[config.mk]
export PLATFORM = sky130hd
export DESIGN_NAME = fp32_truncating_mul_div
export DESIGN_NICKNAME = d
export VERILOG_FILES = /design/src/design/fptmd_pkg.sv /design/src/design/fp32_truncating_mul_div.sv
export SDC_FILE = /design/constraint.sdc
export NUM_CORES = 1
export LEC_CHECK = 0
export ABC_AREA = 1
export BUFFER_PORTS_ARGS = -buffer_cell sky130_fd_sc_hd__buf_4
export CAP_MARGIN = 20
export CELL_PAD_IN_SITES_DETAIL_PLACEMENT = 2
export CELL_PAD_IN_SITES_GLOBAL_PLACEMENT = 2
export CORE_ASPECT_RATIO = 0.9
export CORE_MARGIN = 5
export CORE_UTILIZATION = 30
export CTS_CLUSTER_DIAMETER = 50
export DETAILED_ROUTE_END_ITERATION = 8
export PLACE_DENSITY_LB_ADDON = 0.1
export SETUP_SLACK_MARGIN = 0.5
export SLEW_MARGIN = 15
export SYNTH_ARGS = -nofsm -noshare
export SYNTH_HDL_FRONTEND = slang
export SYNTH_SLANG_ARGS = --single-unit
[constraint.sdc]
create_clock -name clk -period 3.68 [get_ports clk]
set_input_delay 0.736 -clock clk [delete_from_list [all_inputs] [get_ports clk]]
set_output_delay 0.736 -clock clk [all_outputs]
set_load 0.005 [all_outputs]
[src/design/fptmd_pkg.sv]
`timescale 1ns / 1ps
// ----------------------------------------------------------------------------
// Truncating single-precision multiply / divide package
// Field widths and fixed constants of the single-precision format and of the
// bit-serial multiply and divide sequences.
// ----------------------------------------------------------------------------
package fptmd_pkg;

  localparam int unsigned FracBits = 23;
  localparam int unsigned SigBits  = 24;
  localparam int unsigned ExpBits  = 8;
  localparam int unsigned QuoBits  = 40;

  typedef logic [SigBits-1:0]   sig_t;
  typedef logic [ExpBits-1:0]   exp_t;
  typedef logic [2*SigBits-1:0] prod_t;
  typedef logic [QuoBits-1:0]   quo_t;

  localparam logic OP_MUL = 1'b0;
  localparam logic OP_DIV = 1'b1;

  // Exponent offsets, modulo 256, before the normalization adjustment.
  // Multiply: ea + eb - 127 - 23 + 23 -> ea + eb + 129 (mod 256).
  // Divide:   ea - eb + 127 - 16 + 15 -> ea - eb + 126.
  localparam exp_t MulExpOffset = 8'd129;
  localparam exp_t DivExpOffset = 8'd126;

  localparam logic [5:0] MulLastStep = 6'd23;
  localparam logic [5:0] DivLastStep = 6'd39;

endpackage

[src/design/fp32_truncating_mul_div.sv]
`timescale 1ns / 1ps
// ----------------------------------------------------------------------------
// Truncating single-precision multiply / divide
// Bit-serial product or quotient of two single-precision patterns, truncated.
// ----------------------------------------------------------------------------
// One beat in gives one beat out. A multiply runs one shift-and-add step per
// multiplier bit, and a divide develops a 40-bit quotient by restoring
// division, one quotient bit per cycle; a pack state then normalizes and
// packs the result, which is held until the output beat is taken. The block
// works on one beat at a time: the next input is taken once the result has
// left. Both significands always carry a hidden one, results are truncated,
// and the exponent wraps modulo 256; zero, infinity and NaN patterns get no
// special treatment.
module fp32_truncating_mul_div (
  input  logic        clk,
  input  logic        rst,
  input  logic        in_valid,
  output logic        in_stall,
  input  logic        operation,
  input  logic [31:0] a_bits,
  input  logic [31:0] b_bits,
  output logic        out_valid,
  input  logic        out_stall,
  output logic [31:0] result_bits
);

  localparam logic [1:0] ST_IDLE = 2'd0;
  localparam logic [1:0] ST_RUN  = 2'd1;
  localparam logic [1:0] ST_PACK = 2'd2;
  localparam logic [1:0] ST_OUT  = 2'd3;

  logic [1:0]          state;
  logic [5:0]          count;
  logic                op;
  logic                sign;
  fptmd_pkg::exp_t     ea;
  fptmd_pkg::exp_t     eb;
  fptmd_pkg::sig_t     sa;
  fptmd_pkg::sig_t     sb;
  fptmd_pkg::prod_t    prod;
  logic [24:0]         rem;
  fptmd_pkg::quo_t     quo;

  // Shift-and-add step: the low product half holds the remaining multiplier.
  logic [24:0]         mul_sum;
  // Restoring-division step.
  logic                div_bit;
  logic [24:0]         div_rem;
  logic                last_step;
  logic [22:0]         pack_frac;
  fptmd_pkg::exp_t     pack_exp;

  assign mul_sum = {1'b0, prod[47:24]} + (prod[0] ? {1'b0, sa} : 25'd0);
  assign div_bit = (rem >= {1'b0, sb});
  assign div_rem = div_bit ? (rem - {1'b0, sb}) : rem;
  assign last_step = (op == fptmd_pkg::OP_MUL) ? (count == fptmd_pkg::MulLastStep)
                                               : (count == fptmd_pkg::DivLastStep);

  // The product lies in [2^46, 2^48) and the quotient in [2^38, 2^40), so the
  // normalizing shift is one of two fixed amounts chosen by the top bit.
  always_comb begin
    if (op == fptmd_pkg::OP_MUL) begin
      pack_frac = prod[47] ? prod[46:24] : prod[45:23];
      pack_exp  = ea + eb + fptmd_pkg::MulExpOffset + {7'd0, prod[47]};
    end else begin
      pack_frac = quo[39] ? quo[38:16] : quo[37:15];
      pack_exp  = ea - eb + fptmd_pkg::DivExpOffset + {7'd0, quo[39]};
    end
  end

  assign in_stall  = (state != ST_IDLE);
  assign out_valid = (state == ST_OUT);

  always_ff @(posedge clk) begin
    if (rst) begin
      state <= ST_IDLE;
      count <= 6'd0;
    end else begin
      unique case (state)
        ST_IDLE: begin
          if (in_valid) begin
            state <= ST_RUN;
            count <= 6'd0;
          end
        end
        ST_RUN: begin
          if (last_step) begin
            state <= ST_PACK;
          end
          count <= count + 6'd1;
        end
        ST_PACK: begin
          state <= ST_OUT;
        end
        ST_OUT: begin
          if (!out_stall) begin
            state <= ST_IDLE;
          end
        end
        default: begin
          state <= ST_IDLE;
        end
      endcase
    end
  end

  always_ff @(posedge clk) begin
    if (state == ST_IDLE && in_valid) begin
      op   <= operation;
      sign <= a_bits[31] ^ b_bits[31];
      ea   <= a_bits[30:23];
      eb   <= b_bits[30:23];
      sa   <= {1'b1, a_bits[22:0]};
      sb   <= {1'b1, b_bits[22:0]};
      prod <= {24'd0, 1'b1, b_bits[22:0]};
      rem  <= {2'b01, a_bits[22:0]};
      quo  <= '0;
    end else if (state == ST_RUN) begin
      if (op == fptmd_pkg::OP_MUL) begin
        prod <= {mul_sum, prod[23:1]};
      end else begin
        quo <= {quo[38:0], div_bit};
        rem <= {div_rem[23:0], 1'b0};
      end
    end
    if (state == ST_PACK) begin
      result_bits <= {sign, pack_exp, pack_frac};
    end
  end

endmodule

==> flow_summary.ini, run 1 <==
[outcome]
run_status = finished, final reports clean

[synth]
post_synth_num_cell_types = 45
dominantRegCellSynth = sky130_fd_sc_hd__edfxtp_1
syn-instance-count = 1689
synth-compound-area-share_pct = 10.0
yosys.area_share.xor_xnor_pct = 1.82
ys_async_sr_fraction_pct = 0
netlist.area_leader.share_pct = 32.8
number_of_flip_flops_and_latches_in_the_synthesized_netlist = 217
syn_avg_cell_area_um2 = 7.69
cell_types_with_the_largest_area_share_after_synthesis = sky130_fd_sc_hd__edfxtp_1 33%, sky130_fd_sc_hd__nand2_1 14%, sky130_fd_sc_hd__dfxtp_1 12%
synth_top_area_cell = sky130_fd_sc_hd__edfxtp_1
seq_area_frac_synth_pct = 44.4
synth-simple-area-share_pct = 24.9
postSynthNetCount = 1843
post_synth_mux_area_share_pct = 0.0771
synth_edf_count = 142
mappedNetlistArea_mm2 = 0.0130
synth-adder-area-share_pct = 8.42
ys.warnings.count = 0
synth_top_family_by_area = simple AND/OR/NAND/NOR gates

[cts]
cts-root-to-sink-buffers = 3
clock_buffer_count_from_cts = 35
cts.htree.levels = 2
ctsRootBufferMaster = sky130_fd_sc_hd__clkbuf_16
clkTransAtPathRegs_ps = 60
tritoncts_clock_tree = done
worst_skew_pair_latency_ps = 550
postCtsHoldBufs = 0
cts_resized = 0
cts_setup_buffers = 0
clock_sinks = 217

[sta]
clock_skew_ps = 12.9
fmaxAchievable_mhz = 348
final_period_minus_worst_setup_slack_ps = 2870
setup_ws_ps = 810
final-max-slew-violation-count = 0
setup_repair_after_global_routing_missed_its_margin = no
setup_viol = 0
finalHoldViolCount = 0
final.setup.tns_ps = 0
timing_worst_slew_pin_value_ps = 808
finalCritPeriodShare_pct = 78.0
max_slew_margin_pct = 46.1

[placed_design]
io_buffers = 102
gp_congestion = 0.830
minimum_setup_slack_after_placement_ps = 856
dp_hpwl_um = 33900
detailed_place.area_mm2 = 0.0144
placed_cells_incl_taps = 2312

[global_routing]
grt_first_pass_wirelength_um = 70900
grt_pass1_vias = 12617
gr-usage-all-layers_pct = 18.6
antenna_found_initial = 0
grt_max_degree = 119
grt_overflow = 0

[routing]
viasPerCell = 4.86
post_drt_wl_per_cell_um = 18.8
detail_route.wirelength_um = 44800
drtAntennaViolNets = 0
route.detailed.drc = 0
dr.pass1.iters = 4
dr_total_vias = 11550
drt_iter0_markers = 482

[power_and_ir_drop]
cellLeakagePower_nw = 7.38
power.ir.vdd_worst_mv = 0.336
internal_power_mw = 7.70
seq_power_share_pct = 29.7
netSwitchingPower_mw = 6.22
combPwrFrac_pct = 47.0
clock_power_share_pct = 23.4
power.switching_fraction_pct = 44.7
post-layout-total-power_mw = 13.9
power_per_cell_area_mw_per_mm2 = 896

[worst_hold_path]
hp-class = in2reg

[die]
initial_utilization_pct = 30.3
die_height_um = 207
boundaryPins = 103
row_count = 72
die_area_mm2 = 0.0476
die_width_um = 229
core_area_mm2 = 0.0429

[flow_run]
drv_cap = 0

[critical_path]
worst-endpoint-arrival_ps = 3310
worst_setup_path_start_kind = flop
cp.required_ps = 4120
critical_path_peak_fanout = 24
worst-setup-path-type = reg2reg
critical_path.endpoint_type = flop

[final_layout]
multi_input_comb_area_mm2 = 0.00588
fill_cells = 4957
final_nets = 1948
final-seq-area_mm2 = 0.00577
syn2layout_area_growth_pct = 19.6
fraction_of_layout_cells_with_a_size_suffix_above_1_pct = 10.8
final_area_mm2 = 0.0155
instances_no_fill = 2377
## kinds of logic (layout without fill, tap and decap cells)
| family | after synthesis | count (layout) |
|---|---|---|
| AO/OA/AOI/OAI | 233 | 233 |
| XOR/XNOR | 27 | 27 |
| adder cells (fa/ha/maj) | 85 | 85 |
| buffers and inverters | 351 | 483 |
| flip-flops | 217 | 217 |
| multiplexers | 1 | 1 |
| other | 0 | 1 |
| AND/OR/NAND/NOR | 775 | 775 |
## cells in the mapped netlist (12+ instances only)
cell / instances
sky130_fd_sc_hd__inv_1: 299
sky130_fd_sc_hd__nand3_1: 74
sky130_fd_sc_hd__o22ai_1: 65
sky130_fd_sc_hd__clkbuf_1: 28
sky130_fd_sc_hd__xnor2_1: 15
sky130_fd_sc_hd__o21ai_0: 87
sky130_fd_sc_hd__nand2_1: 484
sky130_fd_sc_hd__nor2_1: 133
sky130_fd_sc_hd__nor3_1: 15
sky130_fd_sc_hd__edfxtp_1: 142
sky130_fd_sc_hd__dfxtp_1: 75
sky130_fd_sc_hd__xor2_1: 12
sky130_fd_sc_hd__ha_1: 81
sky130_fd_sc_hd__a21oi_1: 63
sky130_fd_sc_hd__nand4_1: 44
## registers in the layout, summed over array words and instances (netlist names)
register,count
sign,1
quo,40
eb,8
op,1
ea,8
result_bits,32
rem,25
count,6
state,2
prod,48
sa,23
sb,23
## metal layers
layer	wire, µm	track usage (%)	share of wire [%]
met2	20500	30.5	46
met1	22100	25.9	49
met5	0	0	0
met3	1460	2.97	3.3
met4	806	4.58	1.8
## path summary, 6_finish.rpt
check,depth (start not counted),from,end,slack (ps)
hold reg to reg,0,sign,result_bits[31],420
setup / recovery,13,prod[0],prod[35],810
setup reg to reg,13,prod[0],prod[35],810
hold / removal,1,b_bits[23],eb[0],370
## final cells by class
type | instances | share of cell area [%]
multi-input combinational | 1121 | 37.9
sequential | 217 | 37.1
inverter | 301 | 7.29
clock buffer | 42 | 6.01
timing repair buffer | 118 | 5.87
tap | 555 | 4.47
clock inverter | 22 | 1.34
antenna | 1 | 0.0161
## layout by cell type (no fill, tap or decap), types with 2 or more instances in the layout
| cell | count |
|---|---|
| sky130_fd_sc_hd__clkinv_1 | 2 |
| sky130_fd_sc_hd__ha_1 | 81 |
| sky130_fd_sc_hd__clkbuf_16 | 36 |
| sky130_fd_sc_hd__clkinv_2 | 3 |
| sky130_fd_sc_hd__xnor2_1 | 15 |
| sky130_fd_sc_hd__fa_1 | 4 |
| sky130_fd_sc_hd__xor2_1 | 12 |
| sky130_fd_sc_hd__edfxtp_1 | 142 |
| sky130_fd_sc_hd__clkbuf_1 | 5 |
| sky130_fd_sc_hd__o21ai_0 | 87 |
| sky130_fd_sc_hd__o22ai_1 | 65 |
| sky130_fd_sc_hd__nor2_1 | 133 |
| sky130_fd_sc_hd__nor2_2 | 3 |
| sky130_fd_sc_hd__a211oi_1 | 2 |
| sky130_fd_sc_hd__buf_12 | 2 |
| sky130_fd_sc_hd__nand3b_1 | 6 |
| sky130_fd_sc_hd__inv_6 | 7 |
| sky130_fd_sc_hd__o21bai_1 | 5 |
| sky130_fd_sc_hd__and2_1 | 4 |
| sky130_fd_sc_hd__nand3_1 | 74 |
| sky130_fd_sc_hd__nand2_2 | 5 |
| sky130_fd_sc_hd__o211ai_1 | 2 |
| sky130_fd_sc_hd__clkinv_4 | 5 |
| sky130_fd_sc_hd__clkinvlp_4 | 2 |
| sky130_fd_sc_hd__inv_8 | 2 |
| sky130_fd_sc_hd__nand2_1 | 482 |
| sky130_fd_sc_hd__nor3_1 | 15 |
| sky130_fd_sc_hd__nand3_4 | 2 |
| sky130_fd_sc_hd__dfxtp_1 | 75 |
| sky130_fd_sc_hd__inv_1 | 298 |
| sky130_fd_sc_hd__a21oi_1 | 63 |
| sky130_fd_sc_hd__nand4_1 | 44 |
| sky130_fd_sc_hd__a31oi_1 | 2 |
| sky130_fd_sc_hd__buf_4 | 116 |
## worst max-delay path: stages (launching register included)
cell and delay (ps):
sky130_fd_sc_hd__edfxtp_1 720, sky130_fd_sc_hd__nand2_1 160, sky130_fd_sc_hd__inv_1 60, sky130_fd_sc_hd__ha_1 220, sky130_fd_sc_hd__fa_1 440, sky130_fd_sc_hd__nand2_1 110, sky130_fd_sc_hd__nand3_1 110, sky130_fd_sc_hd__and2_1 210
sky130_fd_sc_hd__a21oi_1 280, sky130_fd_sc_hd__nor2_1 100, sky130_fd_sc_hd__o21bai_1 160, sky130_fd_sc_hd__nand3_1 90, sky130_fd_sc_hd__nand2_1 70, sky130_fd_sc_hd__inv_1 40
## power groups by stage
stage	clock network (mW)	registers [mW]	logic, mW
3_3_place_gp	0	4.17	6.44
4_1_cts	3.38	4.14	6.71
6_report	3.25	4.13	6.54
2_1_floorplan	0	3.89	4.60
3_5_place_dp	0	4.18	6.66
5_1_grt	3.47	4.21	7.51
## per-stage QoR
stage | hold WS, ps | util (%)
2_1_floorplan | 400 | -
3_3_place_gp | 406 | 33.5
3_5_place_dp | 407 | 33.5
4_1_cts | 323 | 36.2
5_1_grt | 334 | 36.2
6_report | 368 | 36.2
Note: power is estimated with default switching activity, not from simulation.
==> run 2: changes to the inputs <==
--- a/config.mk
+++ b/config.mk
@@ -5,7 +5,7 @@
 export SDC_FILE = /design/constraint.sdc
 export NUM_CORES = 1
 export LEC_CHECK = 0
-export ABC_AREA = 1
+export ABC_AREA = 0
 export BUFFER_PORTS_ARGS = -buffer_cell sky130_fd_sc_hd__buf_4
 export CAP_MARGIN = 20
 export CELL_PAD_IN_SITES_DETAIL_PLACEMENT = 2
==> constraint.sdc (replaced) <==
create_clock -name clk -period 2.55 [get_ports clk]
set_input_delay 0.51 -clock clk [delete_from_list [all_inputs] [get_ports clk]]
set_output_delay 0.51 -clock clk [all_outputs]
set_load 0.005 [all_outputs]
==> run 2 against run 1 <==
Compared with the run above: the run now ends with setup timing left; non-clock buffer count increased by 183; clock skew is 9.3 ps higher; critical path depth did not move; clock-buffer cell count decreased by 2; flip-flop and latch count unchanged; largest cell class unchanged.
==> flow_summary.ini, run 2 <==
[sta]
clock_skew_ps = 22.1
finalCritPeriodShare_pct = 113
timing_worst_slew_pin_value_ps = 625
setup_ws_ps = -344
max_slew_margin_pct = 58.3
fmaxAchievable_mhz = 346
finalHoldViolCount = 0
final.hold.worst_slack_ps = 158
setup_viol = 38
setup_repair_after_global_routing_missed_its_margin = yes
final-max-slew-violation-count = 0
final_period_minus_worst_setup_slack_ps = 2890

[synth]
synthMostInstantiatedCell = sky130_fd_sc_hd__nand2_1
synth.cells.most_frequent = 217 x sky130_fd_sc_hd__nand2_1, 142 x sky130_fd_sc_hd__edfxtp_1, 125 x sky130_fd_sc_hd__a21oi_1, 81 x sky130_fd_sc_hd__ha_1, 75 x sky130_fd_sc_hd__dfxtp_1
number_of_flip_flops_and_latches_in_the_synthesized_netlist = 217
postSynthNetCount = 1401
cell_types_with_the_largest_area_share_after_synthesis = sky130_fd_sc_hd__edfxtp_1 36%, sky130_fd_sc_hd__dfxtp_1 13%, sky130_fd_sc_hd__ha_1 8.5%
syn-instance-count = 1247
netlist.area_leader.share_pct = 35.6
seq_area_frac_synth_pct = 48.2
synth_top_area_cell = sky130_fd_sc_hd__edfxtp_1
syn_avg_cell_area_um2 = 9.60
dominantRegCellSynth = sky130_fd_sc_hd__edfxtp_1
synth_edf_count = 142
post_synth_num_cell_types = 68
ys_async_sr_fraction_pct = 0
ys.warnings.count = 0
mappedNetlistArea_mm2 = 0.0120

[final_layout]
largest-register = prod
layout_commonest_cell = sky130_fd_sc_hd__buf_4
final_nets = 1681
final_cell_mix = 264 x sky130_fd_sc_hd__buf_4, 213 x sky130_fd_sc_hd__nand2_1, 142 x sky130_fd_sc_hd__edfxtp_1
antennaDiodeCount = 0
layout_top_registers = prod x48, quo x40, result_bits x32
fraction_of_layout_cells_with_a_size_suffix_above_1_pct = 35.9
largest_reg_flops = 48
final_area_mm2 = 0.0173
syn2layout_area_growth_pct = 44.5

[power_and_ir_drop]
cellLeakagePower_nw = 6.92
power.ir.vdd_worst_mv = 0.558
power_per_cell_area_mw_per_mm2 = 1410
post-layout-total-power_mw = 24.5

[placed_design]
detailed_place.area_mm2 = 0.0147
minimum_setup_slack_after_placement_ps = -561
dp_hpwl_um = 29100
io_buffers = 102
gp_congestion = 0.807

[worst_hold_path]
hp-class = in2reg

[critical_path]
critical_path.endpoint_type = flop
crit_slowest_cell = sky130_fd_sc_hd__or4_4
critical_path_peak_fanout = 5
critical_path.max_stage_delay_ps = 490
worst-setup-path-type = reg2reg
worst-endpoint-arrival_ps = 3350
cp.required_ps = 3010
critical_path_cell_by_cell = buf_6 -> buf_12 -> buf_6 -> and2_4 -> ha_4 -> or4_4 -> a21oi_4 -> o31ai_4 -> a221o_2 -> a21oi_4 -> xnor2_1 -> nand2_1 -> a21oi_2
worst_setup_path_start_kind = flop

[cts]
tritoncts_clock_tree = done
cts.htree.levels = 2
clkTransAtPathRegs_ps = 60
ctsRootBufferMaster = sky130_fd_sc_hd__clkbuf_16
postCtsHoldBufs = 0
cts-root-to-sink-buffers = 3
clock_buffer_count_from_cts = 35
worst_skew_pair_latency_ps = 540
clock_sinks = 217

[die]
core_area_mm2 = 0.0395
die_height_um = 200
boundaryPins = 103
die_area_mm2 = 0.0440
row_count = 69
die_width_um = 221
initial_utilization_pct = 30.3

[global_routing]
grt_first_pass_wirelength_um = 63600
grt_overflow = 0
gr-usage-all-layers_pct = 18.4
grt_pass1_vias = 11292
grt_max_degree = 71
antenna_found_initial = 0

[outcome]
violations = setup timing
run_status = complete, but fails checks

[routing]
drtAntennaViolNets = 0
post_drt_wl_per_cell_um = 19.9
dr.pass1.iters = 4
viasPerCell = 5.00
drt_iter0_markers = 413
dr_total_vias = 10418
detail_route.wirelength_um = 41500
route.detailed.drc = 0

[flow_run]
drv_cap = 0
-- run 2: changes by cell type after synthesis, moves of 42 or more --
| cell | before | now |
|---|---|---|
| sky130_fd_sc_hd__nand3_1 | 74 | 32 |
| sky130_fd_sc_hd__inv_1 | 299 | 67 |
| sky130_fd_sc_hd__nand2_1 | 484 | 217 |
| sky130_fd_sc_hd__o21ai_0 | 87 | 40 |
| sky130_fd_sc_hd__a21oi_1 | 63 | 125 |
| sky130_fd_sc_hd__nor2_1 | 133 | 66 |
| sky130_fd_sc_hd__o22ai_1 | 65 | 1 |
-- run 2: timing repair --
action,in CTS,in global routing
cloned,2,0
buffers inserted,30,18
gates resized for setup,130,81
pin swaps,80,79
endpoints found under the setup margin,75,78
-- run 2: cell families (layout without fill, tap and decap cells) --
family,Yosys count,after routing,share of synthesized area (%)
AOI/OAI and AO/OA,307,307,16.0
buffers and inverters,125,431,4.08
xor gates and xnor gates,51,51,3.73
DFF,217,217,48.2
adders and majority gates,85,85,9.13
muxes,28,28,2.35
and+or+nand+nor,434,434,16.5
-- run 2: worst max-delay path: cells and delay by family (launching register included) --
| kind | cells | cell delay, ps |
|---|---|---|
| and+or+nand+nor | 3 | 710 |
| xor gates and xnor gates | 1 | 140 |
| adders and majority gates | 1 | 160 |
| buffers and inverters | 3 | 400 |
| DFF | 1 | 370 |
| AOI/OAI and AO/OA | 5 | 1030 |
-- run 2: per-stage QoR --
step                      setup TNS, ps  cells  utilization (%)
after floorplan                    -493   1247                -
after global placement            -5680   1972             37.3
after detailed placement          -9880   1972             37.3
after CTS                         -6720   2067             42.5
after global routing             -12470   2085             43.9
final                             -8430   2085             43.9
-- run 2: area by class of cell --
type / instances / area, µm²
fill: 4185 / 22100
multi-input combinational: 905 / 6940
sequential: 217 / 5770
timing repair buffer: 301 / 2490
clock buffer: 40 / 957
tap: 532 / 666
inverter: 67 / 267
clock inverter: 23 / 221
-- run 2: power breakdown --
part	switching, mW	leakage, nW	internal [mW]
Sequential	0.652	1.96	5.26
Clock	1.83	0.575	3.02
Combinational	7.35	4.38	6.37
Total	9.83	6.92	14.7
-- run 2: per-layer routing --
metal  routed length [µm]  vias to the layer above  GRT usage, %
li1                     -                     5024             -
met1                19300                     5208          25.2
met2                19900                      136          30.7
met3                 1590                       50          3.01
met4                  752                        0          4.59
met5                    0                        -             0
-- run 2: worst paths after layout --
kind	from	end	slack [ps]	depth (start not counted)
worst max-delay path	prod[0]	prod[42]	-340	13
worst min-delay path	b_bits[14]	sb[14]	160	1
worst max register to register	prod[0]	prod[42]	-340	13
worst min register to register	sign	result_bits[31]	430	0
==> run 3: changes to the inputs <==
--- a/config.mk
+++ b/config.mk
@@ -17,6 +17,7 @@
 export DETAILED_ROUTE_END_ITERATION = 8
 export PLACE_DENSITY_LB_ADDON = 0.1
 export SETUP_SLACK_MARGIN = 0.5
+export SKIP_LAST_GASP = 1
 export SLEW_MARGIN = 15
 export SYNTH_ARGS = -nofsm -noshare
 export SYNTH_HDL_FRONTEND = slang
==> run 3 against run 2 <==
Compared with the run above: the run still ends with setup timing left; setup slack worse by 46 ps; routed wire length is 1.4% higher; global-route usage is 0.068 points lower; clock skew is 0.95 ps higher; total power is 0.93% higher; die area stayed put; clock power hardly changed; largest cell class unchanged; fmax is 1.6% lower.
==> flow_summary.ini, run 3 (synthesis gave the netlist of run 2 again) <==
[final_layout]
final_nets = 1686
fill_cells = 4195
final_cell_mix = 267 x sky130_fd_sc_hd__buf_4, 212 x sky130_fd_sc_hd__nand2_1, 142 x sky130_fd_sc_hd__edfxtp_1
largest-register = prod
layout_commonest_cell = sky130_fd_sc_hd__buf_4
fraction_of_layout_cells_with_a_size_suffix_above_1_pct = 35.5
antennaDiodeCount = 0
syn2layout_area_growth_pct = 44.6
layout_top_registers = prod x48, quo x40, result_bits x32
largest_reg_flops = 48

[die]
die_area_mm2 = 0.0440
initial_utilization_pct = 30.3
die_width_um = 221
boundaryPins = 103
die_height_um = 200
row_count = 69
core_area_mm2 = 0.0395

[worst_hold_path]
timing.hold.worst.start = b_bits[14]
hp-class = in2reg

[critical_path]
critPathLaunch = rem[4]
worst-setup-path-type = reg2reg
critical_path_peak_fanout = 5
worst-endpoint-arrival_ps = 3200
reg2reg_from = rem[4]
critical_path.endpoint_type = flop
cp.required_ps = 2810
worst_setup_path_start_kind = flop

[sta]
finalHoldViolCount = 0
finalCritPeriodShare_pct = 115
final-max-slew-violation-count = 0
fmaxAchievable_mhz = 340
setup_repair_after_global_routing_missed_its_margin = yes
max_slew_margin_pct = 57.5
timing_worst_slew_pin_value_ps = 638
setup_viol = 39
final.setup.tns_ps = -10640
final.hold.worst_slack_ps = 156
clock_skew_ps = 23.1
setup_ws_ps = -391
final_period_minus_worst_setup_slack_ps = 2940

[placed_design]
minimum_setup_slack_after_placement_ps = -561
io_buffers = 102
gp_congestion = 0.807
dp_hpwl_um = 29100

[global_routing]
gr-max-usage-layer = met2
grt_pass1_vias = 11286
antenna_found_initial = 0
globalRouteMet1Util_pct = 25.1
grt_overflow = 0
grt_max_degree = 71
grt_first_pass_wirelength_um = 63300
globalRouteMet3Util_pct = 3.01
globalRouteMet2Util_pct = 30.6
gr-usage-all-layers_pct = 18.4

[routing]
drtAntennaViolNets = 0
drt_iter0_markers = 400
dr.pass1.iters = 7
route.detailed.drc = 0
dr_total_vias = 10444
detail_route.wirelength_um = 42100
viasPerCell = 5.00
post_drt_wl_per_cell_um = 20.2

[cts]
clock_buffer_count_from_cts = 35
clkTransAtPathRegs_ps = 60
clock_sinks = 217
tritoncts_clock_tree = done
cts-root-to-sink-buffers = 3
cts.htree.levels = 2
postCtsHoldBufs = 0
worst_skew_pair_latency_ps = 540
ctsRootBufferMaster = sky130_fd_sc_hd__clkbuf_16

[outcome]
violations = setup timing
run_status = complete, but fails checks

[power_and_ir_drop]
post-layout-total-power_mw = 24.7
power.ir.vdd_worst_mv = 0.558
cellLeakagePower_nw = 6.93
power_per_cell_area_mw_per_mm2 = 1430

[flow_run]
drv_cap = 0
[run 3: cell types whose count changed in the layout (fill, tap and decap cells not counted), moves of 3 or more]
cell	before	now
sky130_fd_sc_hd__a21oi_1	92	100
sky130_fd_sc_hd__a21oi_2	31	23
sky130_fd_sc_hd__buf_4	264	267
sky130_fd_sc_hd__nand3_1	26	21
sky130_fd_sc_hd__nand3_2	6	10
sky130_fd_sc_hd__nor3_1	10	13
sky130_fd_sc_hd__nor3_2	8	5
[run 3: repair_timing]
action                                 CTS  global route
gates resized for setup                118            82
setup buffers                           30            20
gates cloned                             2             3
endpoints found under the hold margin    0             0
pin swaps                               80            82
setup endpoints to repair               75            78
[run 3: metrics by stage]
stage / utilization [%] / instances / instance area (µm²)
6_report: 43.9 / 2090 / 17300
3_3_place_gp: 37.3 / 1972 / 14700
2_1_floorplan: - / 1247 / 12400
5_1_grt: 43.9 / 2090 / 17300
4_1_cts: 42.4 / 2067 / 16700
3_5_place_dp: 37.3 / 1972 / 14700
[run 3: worst paths after layout]
check | endpoint | slack [ps] | cells after the start
setup / recovery | rem[1] | -390 | 11
hold / removal | sb[14] | 160 | 1
setup reg to reg | rem[1] | -390 | 11
hold reg to reg | result_bits[31] | 430 | 0
[run 3: critical path: stages (launching register included)]
cell and delay (ps):
sky130_fd_sc_hd__edfxtp_1 480, sky130_fd_sc_hd__ha_4 330, sky130_fd_sc_hd__and3_4 210, sky130_fd_sc_hd__o21ai_4 60
sky130_fd_sc_hd__and4b_2 230, sky130_fd_sc_hd__o31ai_4 330, sky130_fd_sc_hd__a31oi_4 140, sky130_fd_sc_hd__nand3b_1 310
sky130_fd_sc_hd__buf_4 220, sky130_fd_sc_hd__clkbuf_16 160, sky130_fd_sc_hd__a21oi_2 130, sky130_fd_sc_hd__a311oi_2 50
[run 3: metal layers]
metal  wire, µm  share of wire, %
met5          0                 0
met2      20200                48
met3       1620               3.9
met4        843               2.0
met1      19500                46
[run 3: layout make-up]
class                           instances  area [µm²]  area share (%)
Clock inverter                         23         221            1.28
Sequential cell                       217        5770            33.3
Inverter                               67         264            1.52
Tap cell                              532         666            3.84
Clock buffer                           40         957            5.53
Multi-Input combinational cell        905        6880            39.7
Timing Repair Buffer                  306        2560            14.8
[run 3: power by group]
| group | leakage (nW) | switching, mW | total [mW] | internal, mW |
|---|---|---|---|---|
| Sequential | 1.96 | 0.657 | 5.92 | 5.26 |
| Combinational | 4.40 | 7.44 | 13.9 | 6.50 |
| Clock | 0.575 | 1.82 | 4.84 | 3.02 |
| Total | 6.93 | 9.93 | 24.7 | 14.8 |
